===== config.mk =====
export PLATFORM = sky130hd
export DESIGN_NAME = vt4_fmul
export DESIGN_NICKNAME = d
export VERILOG_FILES = /design/src/hw/rtl/vt4_pkg.sv /design/src/hw/rtl/vt4_fmul.sv
export SDC_FILE = /design/constraint.sdc
export NUM_CORES = 2
export LEC_CHECK = 0
export BUFFER_PORTS_ARGS = -buffer_cell sky130_fd_sc_hd__buf_2
export CELL_PAD_IN_SITES_DETAIL_PLACEMENT = 2
export CELL_PAD_IN_SITES_GLOBAL_PLACEMENT = 2
export CORE_MARGIN = 5
export CORE_UTILIZATION = 41
export CTS_BUF_LIST = sky130_fd_sc_hd__clkbuf_8
export CTS_CLUSTER_DIAMETER = 80
export CTS_CLUSTER_SIZE = 24
export DETAILED_ROUTE_END_ITERATION = 8
export PLACE_DENSITY_LB_ADDON = 0.08
export SLEW_MARGIN = 20
export SYNTH_ARGS = -nofsm -noshare
export SYNTH_HDL_FRONTEND = slang
export SYNTH_SLANG_ARGS = --single-unit

===== constraint.sdc =====
create_clock -name clk -period 11 [get_ports clk]
set_input_delay 1.65 -clock clk [delete_from_list [all_inputs] [get_ports clk]]
set_output_delay 1.65 -clock clk [all_outputs]
set_load 0.05 [all_outputs]

===== src/hw/rtl/vt4_pkg.sv =====
`default_nettype none
package vt4_pkg;

    localparam int NUM_REGS = 8;
    localparam int REG_W    = 64;
    localparam int ADDR_W   = 6;
    localparam int FP_W     = 32;

    localparam logic [1:0] OP_POINT = 2'd0;
    localparam logic [1:0] OP_DIR   = 2'd1;
    localparam logic [1:0] OP_FULL  = 2'd2;
    localparam logic [1:0] OP_RSVD  = 2'd3;

    localparam logic [31:0] CANON_NAN = 32'h7FC0_0000;
    localparam logic [30:0] INF_MAG   = 31'h7F80_0000;

    localparam logic [REG_W-1:0] REG_RESET [NUM_REGS] = '{
        64'h0000_0000_3F80_0000, 64'h0, 64'h3F80_0000_0000_0000, 64'h0,
        64'h0, 64'h0000_0000_3F80_0000, 64'h0, 64'h3F80_0000_0000_0000
    };

    typedef logic [NUM_REGS-1:0][REG_W-1:0] vt4_mat_t;

    typedef struct packed {
        logic [1:0]  operation;
        logic [31:0] in_x;
        logic [31:0] in_y;
        logic [31:0] in_z;
        logic [31:0] in_w;
    } vt4_in_t;

    typedef struct packed {
        logic [31:0] out_x;
        logic [31:0] out_y;
        logic [31:0] out_z;
        logic [31:0] out_w;
    } vt4_out_t;

    // Matrix element M[row][col] out of the register file.
    function automatic logic [31:0] mat_elem(input vt4_mat_t m, input int row, input int col);
        logic [63:0] r;
        r = m[row * 2 + col / 2];
        return (col % 2 == 1) ? r[63:32] : r[31:0];
    endfunction

    function automatic logic [5:0] lzc48(input logic [47:0] v);
        logic [5:0] n;
        logic       hit;
        n   = 6'd48;
        hit = 1'b0;
        for (int i = 47; i >= 0; i--) begin
            if (!hit && v[i]) begin
                n   = 6'(47 - i);
                hit = 1'b1;
            end
        end
        return n;
    endfunction

    // Normalizes and rounds to nearest even. The MSB of sig carries weight
    // 2^(exp-127); subnormal and overflow results come out as IEEE requires.
    function automatic logic [31:0] fp_round(input logic sgn, input logic signed [10:0] exp,
                                              input logic [47:0] sig);
        logic [5:0]         lz;
        logic signed [10:0] e;
        logic signed [10:0] shf;
        logic [5:0]         sh;
        logic [47:0]        s;
        logic [47:0]        s_sh;
        logic               sticky;
        logic [23:0]        mant;
        logic               inc;
        logic [33:0]        pk;
        logic [10:0]        ex;
        lz     = lzc48(sig);
        e      = exp - $signed({5'b0, lz});
        s      = sig << lz;
        sticky = 1'b0;
        if (e < 11'sd1) begin
            shf    = 11'sd1 - e;
            sh     = (shf > 11'sd63) ? 6'd63 : shf[5:0];
            s_sh   = s >> sh;
            sticky = |(s & ~({48{1'b1}} << sh));
            s      = s_sh;
            e      = 11'sd1;
        end
        mant = s[47:24];
        inc  = s[23] & ((|s[22:0]) | sticky | mant[0]);
        ex   = e[10:0] - 11'd1;
        pk   = {ex, 23'b0} + {10'b0, mant} + {33'b0, inc};
        if (sig == '0) begin
            return {sgn, 31'b0};
        end
        if (pk[33:23] >= 11'd255) begin
            return {sgn, INF_MAG};
        end
        return {sgn, pk[30:0]};
    endfunction

endpackage
`default_nettype wire


===== src/hw/rtl/vt4_fmul.sv =====
`default_nettype none
// Two-stage fp32 multiplier: mantissa product, then normalize and round.
module vt4_fmul (
    input  wire logic        clk,
    input  wire logic        en,
    input  wire logic [31:0] a,
    input  wire logic [31:0] b,
    output logic      [31:0] y
);

    logic               a_zero, b_zero, a_inf, b_inf, a_nan, b_nan;
    logic [23:0]        ma, mb;
    logic [7:0]         ea, eb;
    logic               sgn_reg, nan_reg, inf_reg, zero_reg;
    logic signed [10:0] exp_reg;
    logic [47:0]        prod_reg;
    logic [31:0]        y_reg;
    logic [31:0]        y_next;

    assign a_zero = (a[30:23] == 8'd0) && (a[22:0] == 23'd0);
    assign b_zero = (b[30:23] == 8'd0) && (b[22:0] == 23'd0);
    assign a_inf  = (a[30:23] == 8'hFF) && (a[22:0] == 23'd0);
    assign b_inf  = (b[30:23] == 8'hFF) && (b[22:0] == 23'd0);
    assign a_nan  = (a[30:23] == 8'hFF) && (a[22:0] != 23'd0);
    assign b_nan  = (b[30:23] == 8'hFF) && (b[22:0] != 23'd0);
    assign ma     = {a[30:23] != 8'd0, a[22:0]};
    assign mb     = {b[30:23] != 8'd0, b[22:0]};
    assign ea     = (a[30:23] == 8'd0) ? 8'd1 : a[30:23];
    assign eb     = (b[30:23] == 8'd0) ? 8'd1 : b[30:23];

    always_ff @(posedge clk)
    begin
        if (en)
        begin
            sgn_reg  <= a[31] ^ b[31];
            nan_reg  <= a_nan || b_nan || (a_inf && b_zero) || (a_zero && b_inf);
            inf_reg  <= a_inf || b_inf;
            zero_reg <= a_zero || b_zero;
            // Bit 47 of the product weighs 2^(ea+eb-126-127).
            exp_reg  <= $signed({3'b0, ea}) + $signed({3'b0, eb}) - 11'sd126;
            prod_reg <= ma * mb;
        end
    end

    always_comb
    begin
        priority if (nan_reg)
            y_next = vt4_pkg::CANON_NAN;
        else if (inf_reg)
            y_next = {sgn_reg, vt4_pkg::INF_MAG};
        else if (zero_reg)
            y_next = {sgn_reg, 31'b0};
        else
            y_next = vt4_pkg::fp_round(sgn_reg, exp_reg, prod_reg);
    end

    always_ff @(posedge clk)
    begin
        if (en)
        begin
            y_reg <= y_next;
        end
    end

    assign y = y_reg;

endmodule
`default_nettype wire


==> impl_metrics.tcl <==
set metrics [dict create \
    synth-seq-cells 94 \
    clkTransAtPathRegs_ps 100 \
    rows 101 \
    synth.avg_cell_area_sq_um 8.17 \
    cts_num_sinks 94 \
    final_max_slew_viol_count 0 \
    viasPerCell 6.39 \
    drtIter0Drc 2633 \
    die_y_um 288 \
    cts_tree "built" \
    grt_max_degree 58 \
    die_area_sq_um 82800 \
    worst_ep_arrival_time_ps 10770 \
    num_vias 31400 \
    yosysUniqueCellTypes 110 \
    hold_path_class "reg -> reg" \
    grt-ovfl-total 0 \
    setup_violations 0 \
    numPortBuffers 97 \
    worst-setup-path-type "reg -> reg" \
    fmax_ghz 0.0945 \
    cts-root-buf "clkbuf_8" \
    hold_violations 0 \
    antenna_found_initial 6 \
    crit_fanout 34 \
    status "completed" \
    synthCells 3873 \
    coreArea_sq_um 76200 \
    clk_latency_ps 450 \
    synth_edf_count 94 \
    largest_reg_flops 48 \
    worst_setup_path_start_kind "register" \
    end_kind "register" \
    cts_max_level 3 \
    yosysSeqAreaShare_pct 8.92 \
    period_share_pct 96.2 \
    fin_nets 4621 \
    synthToLayoutAreaGrowth_pct 6.23 \
    drv_cap 0 \
    rsz0062_at_grt "no" \
    cp_slowest_stage_delay_ps 740 \
    worst_pin_slew_ps 1130 \
    io_pins 98 \
    min_period_ps 10580 \
    fillCellCount 8617 \
    critPathRequiredTime_ps 11190 \
    finalClockSkew_ps 21.6 \
    syn_nets 4623 \
    wl_per_cell_um 33.1 \
    drc 0 \
    final_antenna_net_count 0 \
    firstDrtPassIters 5 \
    layout-drive-gt1-share_pct 8.82 \
    grt_pass1_vias 35700 \
    grt_pass1_wl_um 239000 \
    crit_slowest_cell "or4_1" \
    cts_buffer_depth 2 \
    drt_wl_total_um 163000 \
    relSlewSlack_pct 22.6 \
    grt_usage_pct 38.4 \
    ys_warn_count 0 \
    cts_buffers 9 \
    async_flop_share_pct 0 \
    start_util_pct 41.5 \
    finalSetupTns_ps 0 \
    gp_congestion 1.03 \
    synth_area_sq_um 31600 \
    place_hpwl_um 131000 \
    synth_ff_type "edfxtp_1" \
    die_w_um 288 \
    cts_hold_buffers 0 \
]
## per-layer routing
metal	wire length, um	vias to the layer above	GRT usage (%)
met4	11500	6	22.3
met2	78800	1444	66.1
li1	-	13000	-
met3	9820	555	5.39
met1	62400	16400	46.0
met5	38	-	0
## cell type report
| cell class | count | area (sq um) | share of cell area, % |
|---|---|---|---|
| inverter | 542 | 2040 | 6.07 |
| tap | 1030 | 1290 | 3.84 |
| clock buffer | 9 | 124 | 0.369 |
| timing repair buffer | 214 | 1380 | 4.12 |
| sequential | 94 | 2820 | 8.40 |
| antenna | 3 | 7.51 | 0.0223 |
| clock inverter | 7 | 47.5 | 0.142 |
| multi-input combinational | 3010 | 25900 | 77.0 |
## placed cells by master, fill, tap and decap left out, drive strengths merged, types with 12 or more instances in the layout
master / Yosys / layout
nand3: 100 / 100
o31ai: 13 / 13
ha: 200 / 200
or4: 21 / 21
and2: 219 / 219
a31oi: 35 / 35
and3: 27 / 27
nor2: 249 / 249
fa: 484 / 484
edfxtp: 94 / 94
a211o: 12 / 12
nand4: 31 / 31
or2: 15 / 15
o22ai: 29 / 29
o21ai: 160 / 160
a21o: 22 / 22
nor4: 54 / 54
a211oi: 39 / 39
xnor2: 56 / 56
or3: 17 / 17
a22oi: 17 / 17
a2111oi: 18 / 18
a221oi: 12 / 12
mux2i: 69 / 69
o21a: 20 / 20
buf: 48 / 212
a21oi: 167 / 167
nor2b: 21 / 21
inv: 540 / 542
nor3: 73 / 73
o21bai: 12 / 12
nand2b: 21 / 21
nand2: 556 / 556
xor2: 30 / 30
a32oi: 14 / 14
o211ai: 35 / 35
## path summary, 6_finish.rpt
kind                startpoint     to  slack, ps  cells past startpoint
hold / removal         sgn_reg  y[31]        570                      1
setup / recovery  prod_reg[35]   y[6]        420                     29
hold reg to reg        sgn_reg  y[31]        570                      1
setup reg to reg  prod_reg[35]   y[6]        420                     29
## worst max-delay path: cells and delay by family (launching register included)
family	cells	cell delay [ps]
AND/OR/NAND/NOR	12	4780
AO/OA/AOI/OAI	11	3020
buffers and inverters	3	970
flip-flops	1	510
multiplexers	2	510
adder cells (fa/ha/maj)	1	470
## synthesized netlist by cell type, types with 22 or more instances
cell / n / area (sq um)
a21oi_1: 162 / 811
o211ai_1: 35 / 263
nand3_1: 99 / 495
a21o_1: 22 / 165
nor4_1: 48 / 300
o22ai_1: 27 / 169
xnor2_1: 56 / 490
xor2_1: 30 / 263
and3_1: 27 / 169
nand2_1: 556 / 2090
nor2_1: 221 / 830
a31oi_1: 34 / 213
ha_1: 200 / 2500
and2_1: 218 / 1360
nand4_1: 30 / 188
o21ai_0: 148 / 741
edfxtp_1: 94 / 2820
clkbuf_1: 180 / 676
inv_1: 538 / 2020
buf_2: 25 / 125
nor2_2: 28 / 175
mux2i_1: 68 / 681
nor3_1: 72 / 360
a211oi_1: 35 / 263
fa_1: 484 / 9690
## cell families (layout without fill, tap and decap cells)
family | count (synthesis) | count (layout) | synth area share (%)
other | 0 | 3 | 0
adders and majority gates | 684 | 684 | 38.5
muxes | 80 | 80 | 2.62
DFF | 94 | 94 | 8.92
and+or+nand+nor | 1436 | 1437 | 22.3
AOI/OAI and AO/OA | 723 | 723 | 15.7
buffers and inverters | 770 | 772 | 9.52
xor gates and xnor gates | 86 | 86 | 2.38
## per-stage QoR
| step | setup WS [ps] | area [sq um] | utilization [%] | cells | hold WS [ps] |
|---|---|---|---|---|---|
| after global routing | 70.4 | 33600 | 44.1 | 4907 | 628 |
| after detailed placement | -181 | 33400 | 43.8 | 4886 | 543 |
| after floorplan | 1470 | 31600 | - | 3873 | 509 |
| after CTS | 268 | 33500 | 44.0 | 4902 | 577 |
| final | 422 | 33600 | 44.1 | 4909 | 568 |
| after global placement | 425 | 33300 | 43.8 | 4886 | 517 |
## timing repair
item | 4_1_cts | 5_1_grt
endpoints found under the hold margin | 0 | 0
setup buffers | 0 | 3
endpoints found under the setup margin | 0 | 26
gates resized for setup | 0 | 6
Power is not shown: default switching activity piles up to over one toggle a cycle in this logic, so the estimate is an artifact.
