$ cat config.mk
export PLATFORM = sky130hd
export DESIGN_NAME = vt4_fadd
export DESIGN_NICKNAME = d
export VERILOG_FILES = /design/src/hw/rtl/vt4_pkg.sv /design/src/hw/rtl/vt4_fadd.sv
export SDC_FILE = /design/constraint.sdc
export NUM_CORES = 1
export LEC_CHECK = 0
export BUFFER_PORTS_ARGS = -buffer_cell sky130_fd_sc_hd__buf_2
export CAP_MARGIN = 20
export CELL_PAD_IN_SITES_DETAIL_PLACEMENT = 1
export CELL_PAD_IN_SITES_GLOBAL_PLACEMENT = 2
export CORE_UTILIZATION = 35
export CTS_BUF_LIST = sky130_fd_sc_hd__clkbuf_4 sky130_fd_sc_hd__clkbuf_8 sky130_fd_sc_hd__clkbuf_16
export CTS_CLUSTER_DIAMETER = 200
export DETAILED_ROUTE_END_ITERATION = 8
export PLACE_DENSITY_LB_ADDON = 0.1
export SYNTH_ARGS = -nofsm -noshare
export SYNTH_HDL_FRONTEND = slang
export SYNTH_SLANG_ARGS = --single-unit
$ cat constraint.sdc
create_clock -name clk -period 24.4 [get_ports clk]
set_clock_uncertainty 0.15 [all_clocks]
set_input_delay 7.32 -clock clk [delete_from_list [all_inputs] [get_ports clk]]
set_output_delay 7.32 -clock clk [all_outputs]
set_load 0.02 [all_outputs]
$ cat src/hw/rtl/vt4_pkg.sv
`default_nettype none
package vt4_pkg;

    localparam int NUM_REGS = 8;
    localparam int REG_W    = 64;
    localparam int ADDR_W   = 6;
    localparam int FP_W     = 32;

    localparam logic [1:0] OP_POINT = 2'd0;
    localparam logic [1:0] OP_DIR   = 2'd1;
    localparam logic [1:0] OP_FULL  = 2'd2;
    localparam logic [1:0] OP_RSVD  = 2'd3;

    localparam logic [31:0] CANON_NAN = 32'h7FC0_0000;
    localparam logic [30:0] INF_MAG   = 31'h7F80_0000;

    localparam logic [REG_W-1:0] REG_RESET [NUM_REGS] = '{
        64'h0000_0000_3F80_0000, 64'h0, 64'h3F80_0000_0000_0000, 64'h0,
        64'h0, 64'h0000_0000_3F80_0000, 64'h0, 64'h3F80_0000_0000_0000
    };

    typedef logic [NUM_REGS-1:0][REG_W-1:0] vt4_mat_t;

    typedef struct packed {
        logic [1:0]  operation;
        logic [31:0] in_x;
        logic [31:0] in_y;
        logic [31:0] in_z;
        logic [31:0] in_w;
    } vt4_in_t;

    typedef struct packed {
        logic [31:0] out_x;
        logic [31:0] out_y;
        logic [31:0] out_z;
        logic [31:0] out_w;
    } vt4_out_t;

    // Matrix element M[row][col] out of the register file.
    function automatic logic [31:0] mat_elem(input vt4_mat_t m, input int row, input int col);
        logic [63:0] r;
        r = m[row * 2 + col / 2];
        return (col % 2 == 1) ? r[63:32] : r[31:0];
    endfunction

    function automatic logic [5:0] lzc48(input logic [47:0] v);
        logic [5:0] n;
        logic       hit;
        n   = 6'd48;
        hit = 1'b0;
        for (int i = 47; i >= 0; i--) begin
            if (!hit && v[i]) begin
                n   = 6'(47 - i);
                hit = 1'b1;
            end
        end
        return n;
    endfunction

    // Normalizes and rounds to nearest even. The MSB of sig carries weight
    // 2^(exp-127); subnormal and overflow results come out as IEEE requires.
    function automatic logic [31:0] fp_round(input logic sgn, input logic signed [10:0] exp,
                                              input logic [47:0] sig);
        logic [5:0]         lz;
        logic signed [10:0] e;
        logic signed [10:0] shf;
        logic [5:0]         sh;
        logic [47:0]        s;
        logic [47:0]        s_sh;
        logic               sticky;
        logic [23:0]        mant;
        logic               inc;
        logic [33:0]        pk;
        logic [10:0]        ex;
        lz     = lzc48(sig);
        e      = exp - $signed({5'b0, lz});
        s      = sig << lz;
        sticky = 1'b0;
        if (e < 11'sd1) begin
            shf    = 11'sd1 - e;
            sh     = (shf > 11'sd63) ? 6'd63 : shf[5:0];
            s_sh   = s >> sh;
            sticky = |(s & ~({48{1'b1}} << sh));
            s      = s_sh;
            e      = 11'sd1;
        end
        mant = s[47:24];
        inc  = s[23] & ((|s[22:0]) | sticky | mant[0]);
        ex   = e[10:0] - 11'd1;
        pk   = {ex, 23'b0} + {10'b0, mant} + {33'b0, inc};
        if (sig == '0) begin
            return {sgn, 31'b0};
        end
        if (pk[33:23] >= 11'd255) begin
            return {sgn, INF_MAG};
        end
        return {sgn, pk[30:0]};
    endfunction

endpackage
`default_nettype wire

$ cat src/hw/rtl/vt4_fadd.sv
`default_nettype none
// Two-stage fp32 adder: align and add, then normalize and round.
module vt4_fadd (
    input  wire logic        clk,
    input  wire logic        en,
    input  wire logic [31:0] a,
    input  wire logic [31:0] b,
    output logic      [31:0] y
);

    logic [31:0]        big, sml;
    logic               a_inf, b_inf, a_nan, b_nan;
    logic [7:0]         e_big, e_sml, d;
    logic [27:0]        a_al, b_full, b_al;
    logic [27:0]        sum;
    logic               sgn_reg, zsgn_reg, nan_reg, inf_reg, isgn_reg;
    logic signed [10:0] exp_reg;
    logic [27:0]        sum_reg;
    logic [31:0]        y_reg;
    logic [31:0]        y_next;

    assign a_inf = (a[30:23] == 8'hFF) && (a[22:0] == 23'd0);
    assign b_inf = (b[30:23] == 8'hFF) && (b[22:0] == 23'd0);
    assign a_nan = (a[30:23] == 8'hFF) && (a[22:0] != 23'd0);
    assign b_nan = (b[30:23] == 8'hFF) && (b[22:0] != 23'd0);

    always_comb
    begin
        if (a[30:0] >= b[30:0])
        begin
            big = a;
            sml = b;
        end
        else
        begin
            big = b;
            sml = a;
        end
        e_big  = (big[30:23] == 8'd0) ? 8'd1 : big[30:23];
        e_sml  = (sml[30:23] == 8'd0) ? 8'd1 : sml[30:23];
        d      = e_big - e_sml;
        a_al   = {1'b0, big[30:23] != 8'd0, big[22:0], 3'b0};
        b_full = {1'b0, sml[30:23] != 8'd0, sml[22:0], 3'b0};
        // Bits shifted past the guard positions fold into a sticky bit.
        if (d >= 8'd28)
            b_al = {27'b0, |b_full};
        else
            b_al = (b_full >> d[4:0]) | {27'b0, |(b_full & ~({28{1'b1}} << d[4:0]))};
        if (a[31] ^ b[31])
            sum = a_al - b_al;
        else
            sum = a_al + b_al;
    end

    always_ff @(posedge clk)
    begin
        if (en)
        begin
            sgn_reg  <= big[31];
            zsgn_reg <= a[31] & b[31];
            nan_reg  <= a_nan || b_nan || (a_inf && b_inf && (a[31] != b[31]));
            inf_reg  <= a_inf || b_inf;
            isgn_reg <= a_inf ? a[31] : b[31];
            exp_reg  <= $signed({3'b0, e_big}) + 11'sd1;
            sum_reg  <= sum;
        end
    end

    always_comb
    begin
        priority if (nan_reg)
            y_next = vt4_pkg::CANON_NAN;
        else if (inf_reg)
            y_next = {isgn_reg, vt4_pkg::INF_MAG};
        else if (sum_reg == '0)
            y_next = {zsgn_reg, 31'b0};
        else
            y_next = vt4_pkg::fp_round(sgn_reg, exp_reg, {sum_reg, 20'b0});
    end

    always_ff @(posedge clk)
    begin
        if (en)
        begin
            y_reg <= y_next;
        end
    end

    assign y = y_reg;

endmodule
`default_nettype wire

==> reports/summary.md <==
The setup TNS is 0 ns, and the layout cell share with drive strength beyond 1 is 13.1%. Summed over all layers, the routed wires come to 73.9 mm. Buffers inserted to repair hold after CTS numbered 0. The mean post-synth cell area came out at 7.21 um2.

In this run the horizontal extent of the chip is 215 um. STA classifies the critical path endpoint as a register. The count of buffers added on input and output ports is 97.

For the fraction of the yosys area taken by sequential cells, the log shows 14.0%. The cell accounting for the most synthesized area was sky130_fd_sc_hd__edfxtp_1. Across every metal layer, demand over resource in global routing totals 31.8%.

The number of pins with negative max-slew slack in the final report is 0. Detailed-route wire length per cell: 26.2 um. The worst register-to-register path has a depth of 36. Dividing total power by cell area gives a power density of 104 nW/um2. Across the run, the number of max-cap violations was 0. Predominant post-synthesis flop cell: sky130_fd_sc_hd__edfxtp_1. The largest delay contributor family on the critical path is compound AO/OA/AOI/OAI gates. The logs give 18200 for the total number of vias and 1.78 mW for the sum of internal, switching and leakage power. The clock slew seen by the registers of the worst setup and hold paths was 0.06 ns; the total count of hold-check failures in the final report was 0. Setup repair after global routing left no endpoint under its margin.

In this run the standard cell core region covers 44400 um2. The minimum clock period after layout was 17.69 ns; the violation count after the first detailed-route iteration was 1308. For the via count of the first global-routing pass, the log shows 18600.

The number of gates resized after cts came out at 0. Including well taps, the total number of placed cells is 2808. Compared with the post-synthesis result, the final layout area differs by 8.48%. Clock tree root driver cell: sky130_fd_sc_hd__clkbuf_16.

The routability congestion estimate came out at 0.956. In this run the tightest slew margin relative to its limit is 17.2%. The run gives 46100 um2 as the area enclosed by the die boundary. Counting the fill cells in the layout gives 5555. After layout, the worst path uses 72.5% of the clock period. The total iterations of the first detailed-routing run is 6, and the number of standard cells in the final layout excluding fillers is 2823. After synthesis, the most frequently instantiated cells are sky130_fd_sc_hd__nor2_1 (254), sky130_fd_sc_hd__nand2_1 (225), sky130_fd_sc_hd__a21oi_1 (190). The tools report the maximum operating frequency as 56.5 MHz. For the maximum number of buffers from clock root to sink, the log shows 2.

The flip-flop count of the largest register after layout was 32. In this run the vertical extent of the chip is 215 um. After synthesis the cells add up to 15800 um2.

After detailed routing, the number of vias per cell comes to 6.45. The register area was 2220 um2. The DRC violation count after routing is 0. The synthesized net count was 2365; the leakage power of the design was 6.76 nW.

Clock latency on the worst-skew pair, taken at its later pin, is 0.39 ns. The cell count after synthesis came out at 2196. Share of flip-flops with an asynchronous set or reset: 0%. The flow ran to the end, and the final reports show no timing, DRC or antenna violations. For the pin with the worst max-slew slack, the measured transition is 1.24 ns.

On the final layout, the worst hold slack is 0.410 ns. Once the floorplan was initialized, standard cells occupied 35.6% of the core. The net count reported at finish was 2396. After detailed placement, the total cell area comes to 16900 um2. The run gives 58.7 mm as the half-perimeter wire length after detailed placement. Counting the buffers created by CTS gives 9. Data arrives at the worst endpoint at 17.67 ns. In the final layout, the multi-input gates occupy 12700 um2.

The detail route stage leaves a number of antenna-violating nets equal to 0. For this design the top-level I/O count stands at 98. The most used standard cell by instance count after synthesis was sky130_fd_sc_hd__nor2_1. The count of flip-flops with a built-in enable after synthesis came out at 74.

The floorplan has 77 rows. Yosys mapped the design onto 109 distinct sky130hd cell types. Setup violations remaining at the end of the flow were counted as 0.

The clock tree synthesis step divided the H-tree into 3 levels. The number of antenna violations at the first check in global routing was 0. The largest individual stage delay along the critical path comes from the cell sky130_fd_sc_hd__nor3_2. The count of inserted antenna diode cells was 0. TritonCTS built the clock tree. The run gives 74 as the number of clock sinks.

The worst hold path passes through 2 cells. The number of setup buffers added after CTS is 0. For the required time at the worst-slack endpoint, the log shows 24.37 ns.

The kind of critical path was input pin to register. Counting buffers and inverters, the worst setup path is 50 cells deep. The share of synthesized area in the top cell type comes to 14.0%. The worst-case IR drop observed on VDD is 44.3 uV. By area the synthesized netlist is led by sky130_fd_sc_hd__edfxtp_1 (14%), sky130_fd_sc_hd__ha_1 (7.9%), sky130_fd_sc_hd__nor2_1 (6.0%).

After routing the design area is 17200 um2. The worst setup path is launched from an input pin. The number of buffer and inverter stages on the critical path was 8; the biggest fanout along the worst timing path was 44. The flip-flop and latch count after synthesis was 74; the maximum number of pins on one net before global-route repair was 65. The first global-routing pass estimated 114 mm of wire. The run gives 0 as the residual overflow from global routing.

The most numerous cell type found on the critical path is sky130_fd_sc_hd__a21oi_1. For this run, the slowest stage of the critical path takes 0.80 ns. Count of warnings emitted by yosys: 0.

The class of the most critical hold timing path is register to register.
[cell usage in the layout (no fill, tap or decap), types with 33 or more instances in the layout]
master / synthesis / routed
sky130_fd_sc_hd__a21oi_1: 190 / 190
sky130_fd_sc_hd__buf_2: 11 / 97
sky130_fd_sc_hd__buf_4: 2 / 44
sky130_fd_sc_hd__edfxtp_1: 74 / 74
sky130_fd_sc_hd__ha_1: 100 / 99
sky130_fd_sc_hd__inv_1: 117 / 117
sky130_fd_sc_hd__mux2_2: 44 / 44
sky130_fd_sc_hd__mux2i_1: 71 / 71
sky130_fd_sc_hd__nand2_1: 225 / 225
sky130_fd_sc_hd__nand3_1: 73 / 73
sky130_fd_sc_hd__nor2_1: 254 / 253
sky130_fd_sc_hd__nor3_1: 74 / 73
sky130_fd_sc_hd__nor4_1: 34 / 33
sky130_fd_sc_hd__o21ai_0: 141 / 141
sky130_fd_sc_hd__xnor2_1: 54 / 53
[report_power, final]
group | switching, mW | internal, mW
sequential | 0.0308 | 0.169
combinational | 0.992 | 0.462
clock | 0.0578 | 0.0696
total | 1.08 | 0.701
[routing by layer]
| layer | part of all wire, % | vias up | global-route usage (%) |
|---|---|---|---|
| li1 | - | 8403 | - |
| met1 | 42 | 9058 | 38.4 |
| met2 | 49 | 574 | 54.9 |
| met3 | 4.2 | 166 | 3.29 |
| met4 | 5.3 | 0 | 17.8 |
| met5 | 0 | - | 0 |
[worst paths after layout]
check	endpoint	slack [ns]	startpoint
min	y[31]$_SDFFCE_PP0P_	0.41	isgn_reg$_DFFE_PP_
max	sum_reg[27]$_DFFE_PP_	6.71	b[10]
min reg2reg	y[31]$_SDFFCE_PP0P_	0.41	isgn_reg$_DFFE_PP_
max reg2reg	y[2]$_SDFFCE_PP0P_	11.76	sum_reg[24]$_DFFE_PP_
[worst min-delay path: stages, from the launching register on]
cell and delay, ns:
sky130_fd_sc_hd__edfxtp_1 0.32, sky130_fd_sc_hd__a21oi_1 0.06, sky130_fd_sc_hd__nor2_1 0.07
[per-stage QoR]
step / util (%) / worst slack, ns
after floorplan: - / 5.86
after global placement: 38.1 / 6.69
after detailed placement: 38.1 / 6.49
after CTS: 38.7 / 6.84
after global routing: 38.7 / 5.68
final: 38.7 / 6.71
[cell type report]
type	instances	share of cell area, %
Timing Repair Buffer	141	4.75
Multi-Input combinational cell	1878	73.8
Tap cell	592	4.31
Clock buffer	11	1.40
Clock inverter	4	0.117
Sequential cell	74	12.9
Inverter	123	2.70
[cells by family after synthesis]
kind of cell	synth area share, %
DFF	14.0
and+or+nand+nor	25.2
xor gates and xnor gates	4.09
AOI/OAI and AO/OA	31.5
muxes	10.5
buffers and inverters	6.36
adders and majority gates	8.35
Power figures use the tool's default switching activity.
