--- config.mk ---
export PLATFORM = sky130hd
export DESIGN_NAME = vt4_delay
export DESIGN_NICKNAME = d
export VERILOG_FILES = /design/src/hw/rtl/vt4_delay.sv
export SDC_FILE = /design/constraint.sdc
export NUM_CORES = 1
export LEC_CHECK = 0
export BUFFER_PORTS_ARGS = -buffer_cell sky130_fd_sc_hd__buf_2
export CAP_MARGIN = 40
export CELL_PAD_IN_SITES_DETAIL_PLACEMENT = 2
export CELL_PAD_IN_SITES_GLOBAL_PLACEMENT = 2
export CORE_ASPECT_RATIO = 0.5
export CORE_UTILIZATION = 36
export DETAILED_ROUTE_END_ITERATION = 10
export PLACE_DENSITY = 0.73
export SYNTH_ARGS = -nofsm -noshare
export SYNTH_HDL_FRONTEND = slang
export SYNTH_SLANG_ARGS = --single-unit
export TNS_END_PERCENT = 10
--- constraint.sdc ---
create_clock -name clk -period 0.8 [get_ports clk]
set_input_delay 0.16 -clock clk [delete_from_list [all_inputs] [get_ports clk]]
set_output_delay 0.16 -clock clk [all_outputs]
set_load 0.1 [all_outputs]
--- src/hw/rtl/vt4_delay.sv ---
`default_nettype none
module vt4_delay #(
    parameter int W = 32,
    parameter int D = 2
) (
    input  wire logic         clk,
    input  wire logic         en,
    input  wire logic [W-1:0] d,
    output logic      [W-1:0] q
);

    logic [W-1:0] tap_reg [D];

    always_ff @(posedge clk)
    begin
        if (en)
        begin
            tap_reg[0] <= d;
            for (int i = 1; i < D; i++)
            begin
                tap_reg[i] <= tap_reg[i-1];
            end
        end
    end

    assign q = tap_reg[D-1];

endmodule
`default_nettype wire

==> metrics.md, run 1 <==
| Metric | Value |
|---|---|
| Clk_skew | `0.00487 ns` |
| Post-cts gate resize count | `0` |
| Syn Nets | `130` |
| Synthesized flop and latch total | `64` |
| IO buf count | `65` |
| Vias per cell | `4.17` |
| RSZ-0062 raised after global routing | `yes` |
| Final hold vios | `0` |
| VDD IR-drop max | `0.00192 V` |
| DRC errors left | `4` |
| Crit-path max cell delay | `0.44 ns` |
| Pwr Density | `2770 nW/um^2` |
| First-pass GRT wire length | `6.48 mm` |
| Final setup viols | `32` |
| Setup Buffers After CTS | `0` |
| Cell variety after synth | `2` |
| Row count | `19` |
| Via count | `1018` |
| Max-cap violations | `0` |
| Iter 0 DRT Violations | `41` |
| TritonCTS clock tree | `built` |
| Worst path bufs/invs | `1` |
| Final core occ | `60.1%` |
| Minimum clock period | `1.12 ns` |
| Initial Util | `38.4%` |
| Final period util | `140%` |
| Startpoint class of the critical path | `flop` |
| CP Depth | `1` |
| Synth Warn # | `0` |
| P_leak | `1.32 nW` |
| Arr. time, crit path | `0.96 ns` |
| R2R Path Start | `tap_reg[0][18]` |
| Root buffer selected by CTS | `clkbuf_16` |
| Die Span X | `112 um` |
| Core area | `5630 um^2` |
| Total gr overflow | `0` |
| Clk_lat worst skew | `0.33 ns` |
| Rel. slew slack | `87.3%` |
| Fmax | `890 MHz` |
| H-tree depth | `3` |
| Boundary pin count | `66` |
| Synthesized area | `2160 um^2` |
| Multi-input gate area | `0 um^2` |
| Wire per inst | `18.0 um` |
| Initial antenna violation count | `0` |
| Syn_area_per_cell | `22.5 um^2` |
| CP Data Required Time | `0.64 ns` |
| Multi-input gate count | `0` |
| P&R area growth vs syn | `56.7%` |
| Largest net degree at the start of global routing | `34` |
| Nets@finish | `200` |
| Fin Setup TNS | `-9.53 ns` |
| Die height | `56.8 um` |
| Outcome | `finished, violations left` |
| Worst R2R Setup Slack | `0.12 ns` |
| Crit. End Element | `primary output` |
| Register-to-Register Path Depth | `0` |
| Sequential fraction of the synthesis area | `88.9%` |
| R2R Path End | `tap_reg[0][50]` |
| Slew Limit Fails | `0` |
| Setup ws final | `-0.323 ns` |
| RePlAce Congestion | `0.626` |
| Design Power | `9.39 mW` |
| Clock sinks | `64` |
| Hold Path Class | `in2reg` |
| Detail Route Antenna Nets | `0` |
| Crit. Startpoint | `tap_reg[0][59]` |
| Failing checks | `design-rule violations, negative setup slack` |
| Area of the die | `6340 um^2` |
| TritonCTS buffer count | `9` |
| Cells after Synth | `96` |
| Worst Setup EP | `q[27]` |
| CTS clk-pin slew, worst paths | `0.05 ns` |
| # diodes | `0` |
| CP cell instances | `buf_12` |
| Drt first pass iters | `7` |
| Worst Max-Slew Pin Slew | `0.191 ns` |
| Worst Path Max Fanout | `1` |
| Critical path's top delay family | `flip-flops` |
| Kind of critical path | `reg2out` |
| Post-detail-place hpwl | `2.76 mm` |
| WL final | `4.39 mm` |
| Largest register FFs | `64` |
| Global Route Usage Sum | `15.6%` |
| CTS max path bufs | `2` |
| Slowest cell on the critical path | `edfxtp_1` |
| Vias in the first global route | `1119` |
| Layout cells sized above 1 | `48.5%` |
## cells in the mapped netlist
cell,instances,area share (%)
buf_4,32,11
edfxtp_1,64,89
## through the flow
| step | hold WS (ns) | instance area, um^2 | setup slack [ns] | instances |
|---|---|---|---|---|
| detailed placement | 0.339 | 2860 | -0.0687 | 204 |
| CTS | 0.0000354 | 3360 | -0.342 | 241 |
| global route | 0.000657 | 3390 | -0.354 | 244 |
| finish | 0.0161 | 3390 | -0.323 | 244 |
| floorplan | 0.259 | 2160 | 0.0651 | 96 |
| global placement | 0.338 | 2860 | -0.0260 | 204 |
## layout make-up
cell class,instances,area (um^2)
Timing Repair Buffer,91,1090
Clock buffer,9,225
Clock inverter,7,62.6
Sequential cell,64,1920
Fill cell,425,2250
Tap cell,73,91.3
## logic make-up (layout without fill, tap and decap cells)
family | after synthesis | count (layout) | synth area share [%]
DFF | 64 | 64 | 88.9
buffers and inverters | 32 | 107 | 11.1
## metal layers
metal / routed length, um / track usage, %
met1: 1770 / 16.6
met2: 2400 / 26.1
met3: 173 / 8.42
met4: 51 / 6.37
met5: 0 / 0
## worst min-delay path by stage
| stage | cells past startpoint | from | to |
|---|---|---|---|
| finish | 1 | d[15] | tap_reg[0][15] |
| global route | 1 | d[15] | tap_reg[0][15] |
| CTS | 1 | d[15] | tap_reg[0][15] |
| detailed placement | 1 | d[5] | tap_reg[0][5] |
| global placement | 1 | d[29] | tap_reg[0][29] |
| floorplan | 0 | d[0] | tap_reg[0][0] |
## where the power goes
group	leakage [nW]	switching, mW	internal, mW	total (mW)
registers	0.626	0.134	3.99	4.12
logic	0.550	0.941	0.546	1.49
clock network	0.145	1.40	2.38	3.78
total	1.32	2.48	6.91	9.39
## placed cells by master, fill, tap and decap left out
cell type      count
clkinvlp_4         1
edfxtp_1          64
buf_2             33
clkbuf_16          9
clkinv_2           5
dlygate4sd3_1     24
bufinv_16          1
buf_12            34
## repair_timing
action / CTS / global route
endpoints found under the hold margin: 21 / 3
endpoints found under the setup margin: 32 / 32
hold buffers: 21 / 3
Note: power is estimated with default switching activity, not from simulation.
==> inputs of run 2 (changes only) <==
--- a/config.mk
+++ b/config.mk
@@ -7,5 +7,5 @@
 export LEC_CHECK = 0
 export BUFFER_PORTS_ARGS = -buffer_cell sky130_fd_sc_hd__buf_2
-export CAP_MARGIN = 40
+export CAP_MARGIN = 20
 export CELL_PAD_IN_SITES_DETAIL_PLACEMENT = 2
 export CELL_PAD_IN_SITES_GLOBAL_PLACEMENT = 2
==> constraint.sdc (replaced) <==
create_clock -name clk -period 0.8 [get_ports clk]
set_input_delay 0.16 -clock clk [delete_from_list [all_inputs] [get_ports clk]]
set_output_delay 0.16 -clock clk [all_outputs]
set_load 0.02 [all_outputs]
==> run 2 against run 1 <==
The flow still finishes with violations (design-rule violations, negative setup slack). Setup slack gained 0.079 ns. Register-to-register slack gained 0.03 ns. Critical path depth is the same. Global-route usage shrank 1.5 points. Via count shrank 5.8%. Count of clock-buffer cells in the layout grew 1. Die area is the same. Combinational power shrank 68%. Wire length shrank 14%.
==> metrics.md, run 2 (synthesized netlist as in run 1, its figures left out) <==
| Metric | Value |
|---|---|
| Kind of critical path | `reg2out (unchanged)` |
| Most frequent cells in the layout | `64 x edfxtp_1, 63 x buf_2, 14 x dlygate4sd3_1 (was 64 x edfxtp_1, 34 x buf_12, 33 x buf_2)` |
| Hold Path Class | `in2reg (unchanged)` |
| CP Data Required Time | `0.64 ns (about the same)` |
| Largest register FFs | `64 (unchanged)` |
| Pint | `6.22 mW (was 6.91 mW)` |
| Startpoint class of the critical path | `flop (unchanged)` |
| P_leak | `1.09 nW (was 1.32 nW)` |
| Vias in the first global route | `1116 (was 1119)` |
| Layout Cells excl Fill | `234 (was 244)` |
| Clk_skew | `0.00434 ns (was 0.00487 ns)` |
| Crit. End Element | `primary output (unchanged)` |
| Total gr overflow | `0 (unchanged)` |
| Multi-input gate count | `0 (unchanged)` |
| Die Span X | `112 um (unchanged)` |
| Global Route Usage Sum | `14.0% (was 15.6%)` |
| RSZ-0062 raised after global routing | `yes (unchanged)` |
| Sw Share | `20.4% (was 26.4%)` |
| Iter 0 DRT Violations | `62 (was 41)` |
| Initial Util | `38.4% (unchanged)` |
| Clock sinks | `64 (unchanged)` |
| Comb power frac | `6.1% (was 15.8%)` |
| Clk_lat worst skew | `0.32 ns (was 0.33 ns)` |
| Slew Limit Fails | `0 (unchanged)` |
| Boundary pin count | `66 (unchanged)` |
| Critical path's top delay family | `flip-flops (unchanged)` |
| CTS clk-pin slew, worst paths | `0.05 ns (about the same)` |
| Worst slack at placement | `-0.0598 ns (was -0.0687 ns)` |
| Arr. time, crit path | `0.88 ns (was 0.96 ns)` |
| Slowest cell on the critical path | `edfxtp_1 (unchanged)` |
| Root buffer selected by CTS | `clkbuf_16 (unchanged)` |
| Die height | `56.8 um (unchanged)` |
| Clk network pwr share | `42.0% (was 40.3%)` |
| P&R area growth vs syn | `28.9% (was 56.7%)` |
| Row count | `19 (unchanged)` |
| TritonCTS clock tree | `built (unchanged)` |
| Commonest non-fill, non-tap cell in the layout | `edfxtp_1 (unchanged)` |
| Drt first pass iters | `9 (was 7)` |
| IO buf count | `65 (unchanged)` |
| Largest net degree at the start of global routing | `34 (unchanged)` |
| P_sw | `1.59 mW (was 2.48 mW)` |
| Post-Place Cells | `204 (unchanged)` |
| VDD IR-drop max | `0.00172 V (was 0.00192 V)` |
| Setup ws final | `-0.245 ns (was -0.323 ns)` |
| Worst Path Max Fanout | `1 (unchanged)` |
| Minimum clock period | `1.04 ns (was 1.12 ns)` |
| Wire per inst | `16.1 um (was 18.0 um)` |
| First-pass GRT wire length | `5.93 mm (was 6.48 mm)` |
| Register-to-Register Path Depth | `0 (unchanged)` |
| Post-detail-place hpwl | `2.56 mm (was 2.76 mm)` |
| Final setup viols | `32 (unchanged)` |
| Setup Buffers After CTS | `0 (unchanged)` |
| H-tree depth | `3 (unchanged)` |
| Via count | `959 (was 1018)` |
| Nets@finish | `190 (was 200)` |
| WHS Path Cells | `1 (unchanged)` |
| Hold slack | `0.0170 ns (was 0.0161 ns)` |
| Vias per cell | `4.10 (was 4.17)` |
| Max-cap violations | `0 (unchanged)` |
| Worst Max-Slew Pin Slew | `0.179 ns (was 0.191 ns)` |
| WL final | `3.76 mm (was 4.39 mm)` |
| Core area | `5630 um^2 (unchanged)` |
| Fmax | `957 MHz (was 890 MHz)` |
| Final hold vios | `0 (unchanged)` |
| CP Depth | `1 (unchanged)` |
| Detail Route Antenna Nets | `0 (unchanged)` |
| Final period util | `131% (was 140%)` |
| Worst path bufs/invs | `1 (unchanged)` |
| Layout cells sized above 1 | `49.1% (was 48.5%)` |
| DRC errors left | `2 (was 4)` |
| Initial antenna violation count | `0 (unchanged)` |
| Rel. slew slack | `88.1% (was 87.3%)` |
| Failing checks | `design-rule violations, negative setup slack (unchanged)` |
| CTS max path bufs | `2 (unchanged)` |
| Multi-input gate area | `0 um^2 (unchanged)` |
| Crit-path max cell delay | `0.41 ns (was 0.44 ns)` |
| CP cell instances | `buf_6 (was buf_12)` |
| TritonCTS buffer count | `9 (unchanged)` |
| RePlAce Congestion | `0.611 (was 0.626)` |
| Pwr Density | `2800 nW/um^2 (was 2770 nW/um^2)` |
| Outcome | `finished, violations left (unchanged)` |
| Area of the die | `6340 um^2 (unchanged)` |
| Reg power frac | `51.9% (was 43.9%)` |
| # diodes | `0 (unchanged)` |
-- run 2: cell types whose count changed in the layout (fill, tap and decap cells not counted), sizes merged --
| cell | previous run | this run |
|---|---|---|
| clkinv | 5 | 6 |
| clkinvlp | 1 | 0 |
| clkbuf | 9 | 10 |
| dlygate4sd3 | 24 | 14 |
| bufinv | 1 | 0 |
-- run 2: power groups by stage --
| stage | Combinational [mW] | Clock, mW | Sequential [mW] |
|---|---|---|---|
| global route | 0.506 | 3.55 | 4.08 |
| finish | 0.476 | 3.28 | 4.05 |
| CTS | 0.482 | 3.42 | 4.06 |
| global placement | 0.403 | 0 | 4.09 |
| floorplan | 0.289 | 0 | 4.09 |
| detailed placement | 0.422 | 0 | 4.12 |
-- run 2: what timing repair did --
item | 4_1_cts | 5_1_grt
gates cloned | 0 | 0
gates resized for setup | 4 | 0
hold buffers | 14 | 0
endpoints found under the setup margin | 32 | 32
hold endpoints to repair | 14 | 0
-- run 2: worst paths after layout --
kind / start / to / slack [ns]
setup reg to reg: tap_reg[0][14] / tap_reg[0][46] / 0.15
setup / recovery: tap_reg[0][59] / q[27] / -0.24
hold reg to reg: tap_reg[0][29] / tap_reg[0][61] / 0.42
hold / removal: d[19] / tap_reg[0][19] / 0.02
-- run 2: cell type report --
type                    count  area [um^2]
fillers                   515         2850
flip-flops and latches     64         1920
repair buffers             81          518
clock buffers              10          229
well taps                  73         91.3
clock inverters             6         26.3
-- run 2: per-stage QoR --
step	TNS (ns)	utilization (%)	power (mW)	area, um^2
after floorplan	0	-	4.38	2160
final	-6.66	49.5	7.81	2790
after global routing	-7.85	49.5	8.13	2790
after detailed placement	-3.45	42.2	4.54	2380
after CTS	-7.41	49.5	7.96	2790
after global placement	-1.23	42.2	4.49	2380
-- run 2: routing by layer --
metal	track usage (%)	vias to the layer above	part of all wire [%]	wire [um]
met1	14.6	472	38	1440
li1	-	446	-	-
met3	7.13	10	5.7	213
met4	8.69	0	2.5	93
met2	23.0	31	54	2020
met5	0	-	0	0
==> inputs of run 3 (changes only) <==
Settings changed: ABC_AREA from default to 0, CORE_UTILIZATION 36 to 39, PLACE_DENSITY 0.73 to 0.79.
Clock period 0.8 ns to 1.3 ns, I/O delays scaled along.
==> run 3 against run 2 <==
The flow now finishes without violations. Largest power group unchanged. Non-clock buffer count is 14 lower. Sequential power is 38% lower. Hold slack improved by 0.097 ns. Register-to-register slack improved by 0.41 ns. Clock power fell by 52%. Wire length rose by 10%. Combinational power shrank 46%. Highest routed layer unchanged.
==> metrics.md, run 3 (synthesized netlist as in run 1, its figures left out) <==
| Metric | Value |
|---|---|
| Outcome | `finished, final reports clean (was finished, violations left)` |
| Most frequent cells in the layout | `65 x buf_2, 64 x edfxtp_1, 9 x clkbuf_8 (was 64 x edfxtp_1, 63 x buf_2, 14 x dlygate4sd3_1)` |
| Clk network pwr share | `36.3% (was 42.0%)` |
| Setup Buffers After CTS | `0 (unchanged)` |
| RSZ-0062 raised after global routing | `no (was yes)` |
| First-pass GRT wire length | `5.83 mm (was 5.93 mm)` |
| IO buf count | `65 (unchanged)` |
| Rel. slew slack | `87.3% (was 88.1%)` |
| Nets@finish | `176 (was 190)` |
| Minimum clock period | `1.17 ns` |
| WL final | `4.15 mm (was 3.76 mm)` |
| Commonest non-fill, non-tap cell in the layout | `buf_2 (was edfxtp_1)` |
| Layout cells sized above 1 | `53.7% (was 49.1%)` |
| Critical path's top delay family | `flip-flops (unchanged)` |
| Largest net degree at the start of global routing | `35 (was 34)` |
| Root buffer selected by CTS | `clkbuf_8 (was clkbuf_16)` |
| Clk_skew | `0.00619 ns (was 0.00434 ns)` |
| Multi-input gate count | `0 (unchanged)` |
| Post-cts gate resize count | `0 (was 4)` |
| FILL cells | `473 (was 515)` |
| Hold Path Class | `in2reg (unchanged)` |
| Reg power frac | `57.7% (was 51.9%)` |
| P_sw | `0.927 mW (was 1.59 mW)` |
| Top Layer Used | `met4 (unchanged)` |
| # diodes | `0 (unchanged)` |
| Iter 0 DRT Violations | `45 (was 62)` |
| RePlAce Congestion | `0.626 (was 0.611)` |
| Arr. time, crit path | `0.91 ns (was 0.88 ns)` |
| Slowest cell on the critical path | `edfxtp_1 (unchanged)` |
| Via count | `908 (was 959)` |
| Clk_lat worst skew | `0.32 ns (about the same)` |
| Global Route Usage Sum | `15.6% (was 14.0%)` |
| Layout Cells excl Fill | `217 (was 234)` |
| Area of the die | `5860 um^2 (was 6340 um^2)` |
| P&R area growth vs syn | `18.1% (was 28.9%)` |
| CTS clk-pin slew, worst paths | `0.07 ns (was 0.05 ns)` |
| Total gr overflow | `0 (unchanged)` |
| Die Span X | `107 um (was 112 um)` |
| Final period util | `90.1%` |
| Setup ws final | `0.129 ns (was -0.245 ns)` |
| Crit-path max cell delay | `0.41 ns (about the same)` |
| Worst path bufs/invs | `1 (unchanged)` |
| Post-Place Cells | `201 (was 204)` |
| Wire per inst | `19.1 um (was 16.1 um)` |
| CP cell instances | `buf_2 (was buf_6)` |
| CTS max path bufs | `2 (unchanged)` |
| H-tree depth | `3 (unchanged)` |
| Design Power | `4.33 mW (was 7.81 mW)` |
| Comb power frac | `5.9% (was 6.1%)` |
| Row count | `18 (was 19)` |
| Slew Limit Fails | `0 (unchanged)` |
| Final hold vios | `0 (unchanged)` |
| Multi-input gate area | `0 um^2 (unchanged)` |
| Sw Share | `21.4% (was 20.4%)` |
| Worst slack at placement | `0.351 ns (was -0.0598 ns)` |
| Worst Path Max Fanout | `1 (unchanged)` |
| Final setup viols | `0 (was 32)` |
| CP Data Required Time | `1.04 ns (was 0.64 ns)` |
| Drt first pass iters | `4 (was 9)` |
| Final core occ | `49.7% (was 49.5%)` |
| Startpoint class of the critical path | `flop (unchanged)` |
| Detail Route Antenna Nets | `0 (unchanged)` |
| Hold Buf Count CTS | `0 (was 14)` |
| Pwr Density | `1700 nW/um^2 (was 2800 nW/um^2)` |
| Crit. End Element | `primary output (unchanged)` |
| Vias per cell | `4.18 (was 4.10)` |
| TritonCTS buffer count | `9 (unchanged)` |
| Die height | `54.7 um (was 56.8 um)` |
| Metal2 WL | `2.11 mm (was 2.02 mm)` |
| Fin Setup TNS | `0 ns (was -6.66 ns)` |
| Met3 routed WL | `121 um (was 213 um)` |
| P_leak | `0.993 nW (was 1.09 nW)` |
| TritonCTS clock tree | `built (unchanged)` |
| Kind of critical path | `reg2out (unchanged)` |
| Vias in the first global route | `937 (was 1116)` |
| Routed metal-1 wirelength | `1.88 mm (was 1.44 mm)` |
| VDD IR-drop max | `0.000673 V (was 0.00172 V)` |
| Pint | `3.41 mW (was 6.22 mW)` |
| Fmax | `854 MHz` |
| Core area | `5130 um^2 (was 5630 um^2)` |
| Boundary pin count | `66 (unchanged)` |
| DRC errors left | `0 (was 2)` |
| Worst Max-Slew Pin Slew | `0.190 ns (was 0.179 ns)` |
| Initial antenna violation count | `0 (unchanged)` |
| Initial Util | `42.1% (was 38.4%)` |
| Clock sinks | `64 (unchanged)` |
| Largest register FFs | `64 (unchanged)` |
| Max-cap violations | `0 (unchanged)` |
-- run 3: final timing paths --
check / from / end / slack [ns] / cells past startpoint
min reg2reg: tap_reg[0][20] / tap_reg[0][52] / 0.42 / 0
max: tap_reg[0][59] / q[27] / 0.13 / 1
max reg2reg: tap_reg[0][11] / tap_reg[0][43] / 0.56 / 0
min: d[2] / tap_reg[0][2] / 0.11 / 1
-- run 3: final cells by class --
class | instances | area (um^2) | share of cell area [%]
sequential | 64 | 1920 | 75.3
timing repair buffer | 67 | 365 | 14.3
clock buffer | 11 | 131 | 5.14
tap | 70 | 87.6 | 3.43
clock inverter | 5 | 47.5 | 1.86
-- run 3: power by group through the flow --
stage               clock (mW)  sequential, mW  combinational [mW]
CTS                       1.64            2.51               0.262
global placement             0            2.52               0.246
detailed placement           0            2.54               0.259
floorplan                    0            2.52               0.178
global route              1.71            2.52               0.273
finish                    1.57            2.50               0.258
-- run 3: metal layers --
metal,GRT usage [%],vias up
li1,-,415
met1,19.2,460
met2,25.5,27
met3,5.71,6
met4,6.85,0
met5,0,-
-- run 3: per-stage QoR --
stage | hold WS, ns | instance area, um^2
final | 0.114 | 2550
after global routing | 0.0838 | 2550
after CTS | 0.0918 | 2550
after detailed placement | 0.408 | 2370
after global placement | 0.400 | 2370
after floorplan | 0.359 | 2160
